$ cat src/rtl/utv_pkg.sv
`default_nettype none

package utv_pkg;

    localparam int BYTE_W  = 8;
    localparam int LEN_W   = 16;
    localparam int COUNT_W = 17;
    localparam int OWED_W  = 2;
    localparam int RULE_W  = 3;

    localparam logic [LEN_W-1:0]   MAX_LENGTH_RST = 16'd255;
    localparam logic [COUNT_W-1:0] COUNT_SAT      = 17'h1FFFF;

    // range rule for the first continuation byte after certain leads
    localparam logic [RULE_W-1:0] RULE_NONE   = 3'd0;
    localparam logic [RULE_W-1:0] RULE_GE_A0  = 3'd1;
    localparam logic [RULE_W-1:0] RULE_LT_A0  = 3'd2;
    localparam logic [RULE_W-1:0] RULE_GE_90  = 3'd3;
    localparam logic [RULE_W-1:0] RULE_LT_90  = 3'd4;

    localparam logic [BYTE_W-1:0] ASCII_TOP   = 8'h80;
    localparam logic [BYTE_W-1:0] CTRL_TOP    = 8'h20;
    localparam logic [BYTE_W-1:0] DEL_CHAR    = 8'h7F;
    localparam logic [BYTE_W-1:0] LEAD2_LO    = 8'hC2;
    localparam logic [BYTE_W-1:0] LEAD2_HI    = 8'hDF;
    localparam logic [BYTE_W-1:0] LEAD3_LO    = 8'hE0;
    localparam logic [BYTE_W-1:0] LEAD3_SURR  = 8'hED;
    localparam logic [BYTE_W-1:0] LEAD3_HI    = 8'hEF;
    localparam logic [BYTE_W-1:0] LEAD4_LO    = 8'hF0;
    localparam logic [BYTE_W-1:0] LEAD4_HI    = 8'hF4;
    localparam logic [BYTE_W-1:0] CONT_MASK   = 8'hC0;
    localparam logic [BYTE_W-1:0] CONT_TAG    = 8'h80;
    localparam logic [BYTE_W-1:0] BOUND_A0    = 8'hA0;
    localparam logic [BYTE_W-1:0] BOUND_90    = 8'h90;

    typedef struct packed {
        logic [BYTE_W-1:0] data;
        logic              last;
    } t_beat;

    function automatic logic rule_ok(input logic [RULE_W-1:0] rule,
                                     input logic [BYTE_W-1:0] b);
        logic ok;
        begin
            unique case (rule)
                RULE_GE_A0: ok = (b >= BOUND_A0);
                RULE_LT_A0: ok = (b < BOUND_A0);
                RULE_GE_90: ok = (b >= BOUND_90);
                RULE_LT_90: ok = (b < BOUND_90);
                default:    ok = 1'b1;
            endcase
            return ok;
        end
    endfunction

endpackage

`default_nettype wire

$ cat src/rtl/utv_in_stage.sv
`default_nettype none

module utv_in_stage (
    input  wire logic          i_clk,
    input  wire logic          i_rst_n,
    input  wire logic          i_valid,
    input  wire logic [7:0]    i_data,
    input  wire logic          i_last,
    output logic               o_stall,
    input  wire logic          i_take,
    output logic               o_beat_valid,
    output utv_pkg::t_beat     o_beat
);
    import utv_pkg::*;

    logic  r_valid;
    t_beat r_beat;
    logic  load;

    // register frees up when its beat moves on this edge
    assign o_stall = r_valid && !i_take;
    assign load    = i_valid && !o_stall;

    always_ff @(posedge i_clk) begin
        if (!i_rst_n) begin
            r_valid <= 1'b0;
        end else if (load) begin
            r_valid <= 1'b1;
        end else if (i_take) begin
            r_valid <= 1'b0;
        end
    end

    always_ff @(posedge i_clk) begin
        if (load) begin
            r_beat.data <= i_data;
            r_beat.last <= i_last;
        end
    end

    assign o_beat_valid = r_valid;
    assign o_beat       = r_beat;

endmodule

`default_nettype wire

$ cat src/rtl/utv_scan.sv
`default_nettype none

module utv_scan (
    input  wire logic          i_clk,
    input  wire logic          i_rst_n,
    input  wire logic          i_beat_valid,
    input  wire utv_pkg::t_beat i_beat,
    input  wire logic [15:0]   i_max_length,
    input  wire logic          i_out_free,
    output logic               o_take,
    output logic               o_fire,
    output logic               o_verdict
);
    import utv_pkg::*;

    logic [OWED_W-1:0]  r_owed, n_owed;
    logic [RULE_W-1:0]  r_rule, n_rule;
    logic [COUNT_W-1:0] r_count, n_count;
    logic               r_err, n_err;
    logic [BYTE_W-1:0]  b;
    logic               bad;

    assign b = i_beat.data;

    always_comb begin
        n_owed = r_owed;
        n_rule = r_rule;
        bad    = 1'b0;
        if (r_owed != '0) begin
            // a non-continuation here is still consumed as the owed byte
            bad    = ((b & CONT_MASK) != CONT_TAG) || !rule_ok(r_rule, b);
            n_rule = RULE_NONE;
            n_owed = r_owed - OWED_W'(1);
        end else if (b < ASCII_TOP) begin
            bad = (b < CTRL_TOP) || (b == DEL_CHAR);
        end else if (b >= LEAD2_LO && b <= LEAD2_HI) begin
            n_owed = OWED_W'(1);
            n_rule = RULE_NONE;
        end else if (b >= LEAD3_LO && b <= LEAD3_HI) begin
            n_owed = OWED_W'(2);
            n_rule = (b == LEAD3_LO) ? RULE_GE_A0 :
                     (b == LEAD3_SURR) ? RULE_LT_A0 : RULE_NONE;
        end else if (b >= LEAD4_LO && b <= LEAD4_HI) begin
            n_owed = OWED_W'(3);
            n_rule = (b == LEAD4_LO) ? RULE_GE_90 :
                     (b == LEAD4_HI) ? RULE_LT_90 : RULE_NONE;
        end else begin
            bad = 1'b1;
        end
        n_err   = r_err | bad;
        n_count = (r_count == COUNT_SAT) ? r_count : r_count + COUNT_W'(1);
    end

    // a last beat waits only if the result register is still occupied
    assign o_take    = i_beat_valid && (!i_beat.last || i_out_free);
    assign o_fire    = o_take && i_beat.last;
    assign o_verdict = !n_err && (n_owed == '0) && (n_count <= {1'b0, i_max_length});

    always_ff @(posedge i_clk) begin
        if (!i_rst_n) begin
            r_owed  <= '0;
            r_rule  <= RULE_NONE;
            r_count <= '0;
            r_err   <= 1'b0;
        end else if (o_take) begin
            if (i_beat.last) begin
                r_owed  <= '0;
                r_rule  <= RULE_NONE;
                r_count <= '0;
                r_err   <= 1'b0;
            end else begin
                r_owed  <= n_owed;
                r_rule  <= n_rule;
                r_count <= n_count;
                r_err   <= n_err;
            end
        end
    end

endmodule

`default_nettype wire

$ cat src/rtl/utf8_text_validator_top.sv
// a string's last byte is registered at the input, then its verdict is registered on o_valid
// throughput: one byte per cycle; the input stalls only while a verdict waits
//   in the result register and a last byte is behind it
// reset (i_rst_n low at a clock edge): per-string state and valid flags clear,
//   max_length returns to 255
`default_nettype none

module utf8_text_validator_top (
    input  wire logic        i_clk,
    input  wire logic        i_rst_n,
    input  wire logic        i_valid,
    output logic             o_stall,
    input  wire logic [7:0]  i_byte_value,
    input  wire logic        i_last_byte,
    output logic             o_valid,
    input  wire logic        i_stall,
    output logic             o_string_valid,
    input  wire logic        i_cfg_valid,
    output logic             o_cfg_ready,
    input  wire logic [15:0] i_cfg_data
);
    import utv_pkg::*;

    logic [LEN_W-1:0] r_max_length;
    logic             r_out_valid;
    logic             r_out_data;
    logic             beat_valid;
    t_beat            beat;
    logic             take;
    logic             fire;
    logic             verdict;
    logic             out_free;

    assign o_cfg_ready = 1'b1;

    always_ff @(posedge i_clk) begin
        if (!i_rst_n) begin
            r_max_length <= MAX_LENGTH_RST;
        end else if (i_cfg_valid && o_cfg_ready) begin
            r_max_length <= i_cfg_data;
        end
    end

    assign out_free = !r_out_valid || !i_stall;

    utv_in_stage u_in (
        .i_clk       (i_clk),
        .i_rst_n     (i_rst_n),
        .i_valid     (i_valid),
        .i_data      (i_byte_value),
        .i_last      (i_last_byte),
        .o_stall     (o_stall),
        .i_take      (take),
        .o_beat_valid(beat_valid),
        .o_beat      (beat)
    );

    utv_scan u_scan (
        .i_clk       (i_clk),
        .i_rst_n     (i_rst_n),
        .i_beat_valid(beat_valid),
        .i_beat      (beat),
        .i_max_length(r_max_length),
        .i_out_free  (out_free),
        .o_take      (take),
        .o_fire      (fire),
        .o_verdict   (verdict)
    );

    always_ff @(posedge i_clk) begin
        if (!i_rst_n) begin
            r_out_valid <= 1'b0;
        end else if (fire) begin
            r_out_valid <= 1'b1;
        end else if (!i_stall) begin
            r_out_valid <= 1'b0;
        end
    end

    always_ff @(posedge i_clk) begin
        if (fire) begin
            r_out_data <= verdict;
        end
    end

    assign o_valid        = r_out_valid;
    assign o_string_valid = r_out_data;

endmodule

`default_nettype wire

$ cat config.mk
export PLATFORM = sky130hd
export DESIGN_NAME = utf8_text_validator_top
export DESIGN_NICKNAME = d
export VERILOG_FILES = /design/src/rtl/utv_pkg.sv /design/src/rtl/utv_in_stage.sv /design/src/rtl/utv_scan.sv /design/src/rtl/utf8_text_validator_top.sv
export SDC_FILE = /design/constraint.sdc
export NUM_CORES = 1
export LEC_CHECK = 0
export BUFFER_PORTS_ARGS = -buffer_cell sky130_fd_sc_hd__buf_4
export CAP_MARGIN = 20
export CELL_PAD_IN_SITES_DETAIL_PLACEMENT = 0
export CELL_PAD_IN_SITES_GLOBAL_PLACEMENT = 2
export CORE_UTILIZATION = 35
export CTS_CLUSTER_DIAMETER = 40
export CTS_CLUSTER_SIZE = 20
export DETAILED_ROUTE_END_ITERATION = 8
export GPL_ROUTABILITY_DRIVEN = 0
export PLACE_DENSITY_LB_ADDON = 0.1
export REMOVE_ABC_BUFFERS = 1
export SYNTH_ARGS = -nofsm -noshare
export SYNTH_HDL_FRONTEND = slang
export SYNTH_HIERARCHICAL = 1
export SYNTH_SLANG_ARGS = --single-unit
export TNS_END_PERCENT = 30
$ cat constraint.sdc
create_clock -name i_clk -period 5.9 [get_ports i_clk]
set_input_delay 0.295 -clock i_clk [delete_from_list [all_inputs] [get_ports i_clk]]
set_output_delay 0.295 -clock i_clk [all_outputs]
set_load 0.02 [all_outputs]
==> results.cfg <==
[detailed_routing]
via_count = 2533
dr.pass1.iters = 4
drc = 0
ant_nets = 0
drt-initial-drc-count = 148
wire_per_inst_um = 15.5
drt_wl_total_mm = 7.57
routed_via_density = 5.19

[hold_path]
hp-start = i_last_byte
hp-class = in2reg

[timing]
report.final.slew_viol_count = 0
period_needed_ns = 3.31
fmax_ghz = 0.302
tns_ns = 0
finClkSkew_ns = 0.0187
worst_pin_slew_ns = 0.683
max-slew-margin-rel_pct = 54.4
finalCritPeriodShare_pct = 56.0
hold_viol = 0
rsz0062_at_grt = no
setup_viol = 0

[logic_synthesis]
ys_seq_area_share_pct = 35.8
synth_top_family_by_area = simple AND/OR/NAND/NOR gates
netlist_top_cells_area = dfxtp_1, edfxtp_1, ha_1, mux2i_1, nand2_1
yosysWarnings = 6
synth-compound-area-share_pct = 15.1
syn_inst = 358
synth_area_sq_um = 3130
synth_edf_count = 10
avgSynthCellArea_sq_um = 8.74
ys_ff_latch = 51
synth-simple-area-share_pct = 25.5
async_reset_ff_share_pct = 0
synth_top_area_share_pct = 26.2
synth_xor_area_share_pct = 3.36
yosysUniqueCellTypes = 62
synth_mux_area_share_pct = 7.08
synth_flop_cell = dfxtp_1
synth_largest_area_cell = dfxtp_1
synthAdderAreaFrac_pct = 6.80

[setup_path]
path_delay_family = simple AND/OR/NAND/NOR gates
crit_path_cell_trace = ha_1 -> nand2_2 -> or3_1 -> or2_1 -> mux2_2 -> ha_1 -> nand2_1 -> nor3_1 -> and4_1 -> o21ai_0 -> nor4_1
crit_fanout = 8
cpMostUsedCell = ha_1
crit_start = u_scan/r_count[0]
startpoint_type = flip-flop
cp_data_required_time_ns = 6.05
path_class = reg2reg
cp_slowest_stage_delay_ns = 0.53
worst-path-buf-inv = 0
crit-reg2reg-launch = u_scan/r_count[0]
worstPathArrival_ns = 3.45
cp_slowest_cell = or3_1
end_kind = flip-flop

[final_layout]
drive_above_1_share_pct = 15.0
antenna_cells = 0
final_area_sq_um = 3510
multiInputGateArea_sq_um = 1810
nets = 426
nFillCells = 902
regArea_sq_um = 1120
syn_to_final_growth_pct = 12.2

[placed_design]
portBuffers = 32
post-dp-hpwl_mm = 5.59
placed_area_sq_um = 3400

[grt]
overflow = 0
grt_max_degree = 35
grt_usage_pct = 17.7
grt_pass1_wl_mm = 12.4
antenna_found_initial = 0
grt_pass1_vias = 2440

[die]
ios = 34
die-area_sq_um = 9320
rows = 34
core_sq_um = 8680
die_h_um = 96.5
die_x_um = 96.5
start_util_pct = 36.0

[cts]
cts_tree = yes
numCtsBuffers = 5
ctsLongestPathBuffers = 2
cts_resized = 0
clock_sinks = 51
cts_max_level = 2
cts_setup_buffers = 0
insertion_delay_ns = 0.32
cts_root_buffer = clkbuf_8
clk_pin_slew_ns = 0.11
cts_hold_buf = 0

[power_and_ir_drop]
powerDensity_nw_per_um2 = 204
leakage_uw = 0.00148
peakVddDrop_mv = 0.103

[run]
maxCapViolCount = 0

[status]
status = finished clean
[cell families (layout without fill, tap and decap cells)]
kind of cell             count (synthesis)  in the layout
AND/OR/NAND/NOR                        148            148
AO/OA/AOI/OAI                           67             67
flip-flops                              51             51
buffers and inverters                   40             62
multiplexers                            22             22
adder cells (fa/ha/maj)                 17             17
XOR/XNOR                                12             12
other                                    1              1
[cell usage in the layout (no fill, tap or decap), drive strengths merged, types with 4 or more instances in the layout]
cell type	synthesis	routed
a211oi	4	4
nor2	19	19
nor4	8	8
inv	20	20
a21oi	18	18
or3	4	4
xnor2	7	7
mux2i	21	21
edfxtp	10	10
clkbuf	9	5
nand3	17	17
ha	17	17
buf	10	33
nand4	8	8
nand2	39	39
o211ai	5	5
nor2b	13	13
nor3	16	16
o21ai	13	13
and3	6	6
xor2	5	5
dfxtp	41	41
[power breakdown]
part / switching, uW / total [uW] / leakage, uW / internal, uW
Combinational: 44.4 / 82.9 / 0.000991 / 38.5
Clock: 126 / 252 / 0.0000581 / 127
Sequential: 12.9 / 382 / 0.000430 / 369
Total: 183 / 717 / 0.00148 / 534
[area by class of cell]
class / instances / share of cell area [%]
Multi-Input combinational cell: 267 / 51.7
Sequential cell: 51 / 31.9
Timing Repair Buffer: 33 / 7.06
Tap cell: 108 / 3.85
Inverter: 21 / 2.25
Clock buffer: 5 / 1.96
Clock inverter: 3 / 1.25
[cells in the mapped netlist, drive strengths merged (3+ instances only)]
| cell | number |
|---|---|
| nor2b | 13 |
| o21ai | 13 |
| xnor2 | 7 |
| nor3b | 3 |
| nor2 | 19 |
| mux2i | 21 |
| buf | 10 |
| o211a | 3 |
| edfxtp | 10 |
| nor4 | 8 |
| o21a | 3 |
| or3 | 4 |
| nand2 | 39 |
| a211oi | 4 |
| and3 | 6 |
| nand3 | 17 |
| clkbuf | 9 |
| xor2 | 5 |
| o211ai | 5 |
| inv | 20 |
| a31oi | 3 |
| and4 | 3 |
| nand4 | 8 |
| nor3 | 16 |
| dfxtp | 41 |
| ha | 17 |
| a21oi | 18 |
[metrics by stage]
step	total power [uW]	instances	setup slack [ns]	utilization (%)	hold WS, ns
finish	717	488	2.59	40.4	0.153
detailed placement	474	480	2.64	39.1	0.459
floorplan	433	339	2.99	-	0.357
global placement	474	480	2.72	39.1	0.456
global route	754	488	2.37	40.4	0.136
CTS	731	488	2.61	40.4	0.143
[metal layers]
metal,vias to the layer above,GRT usage [%],wire [um]
met5,-,0,0
met4,0,4.66,77
met3,7,2.97,258
met2,53,28.5,3420
met1,1139,24.3,3810
li1,1334,-,-
[registers in the layout (all words and copies together), names as in the netlist]
register / flops
o_string_valid: 1
o_valid: 1
r_max_length: 16
u_in/o_beat: 9
u_in/o_beat_valid: 1
u_scan/r_count: 17
u_scan/r_err: 1
u_scan/r_owed: 2
u_scan/r_rule: 3
[final timing paths]
path	end	slack, ns	cells past startpoint
setup / recovery	o_string_valid	2.59	11
hold / removal	u_in/o_beat[0]	0.15	1
setup reg to reg	o_string_valid	2.59	11
hold reg to reg	r_max_length[2]	0.48	2
No activity file was read; power rests on OpenSTA's default activity.
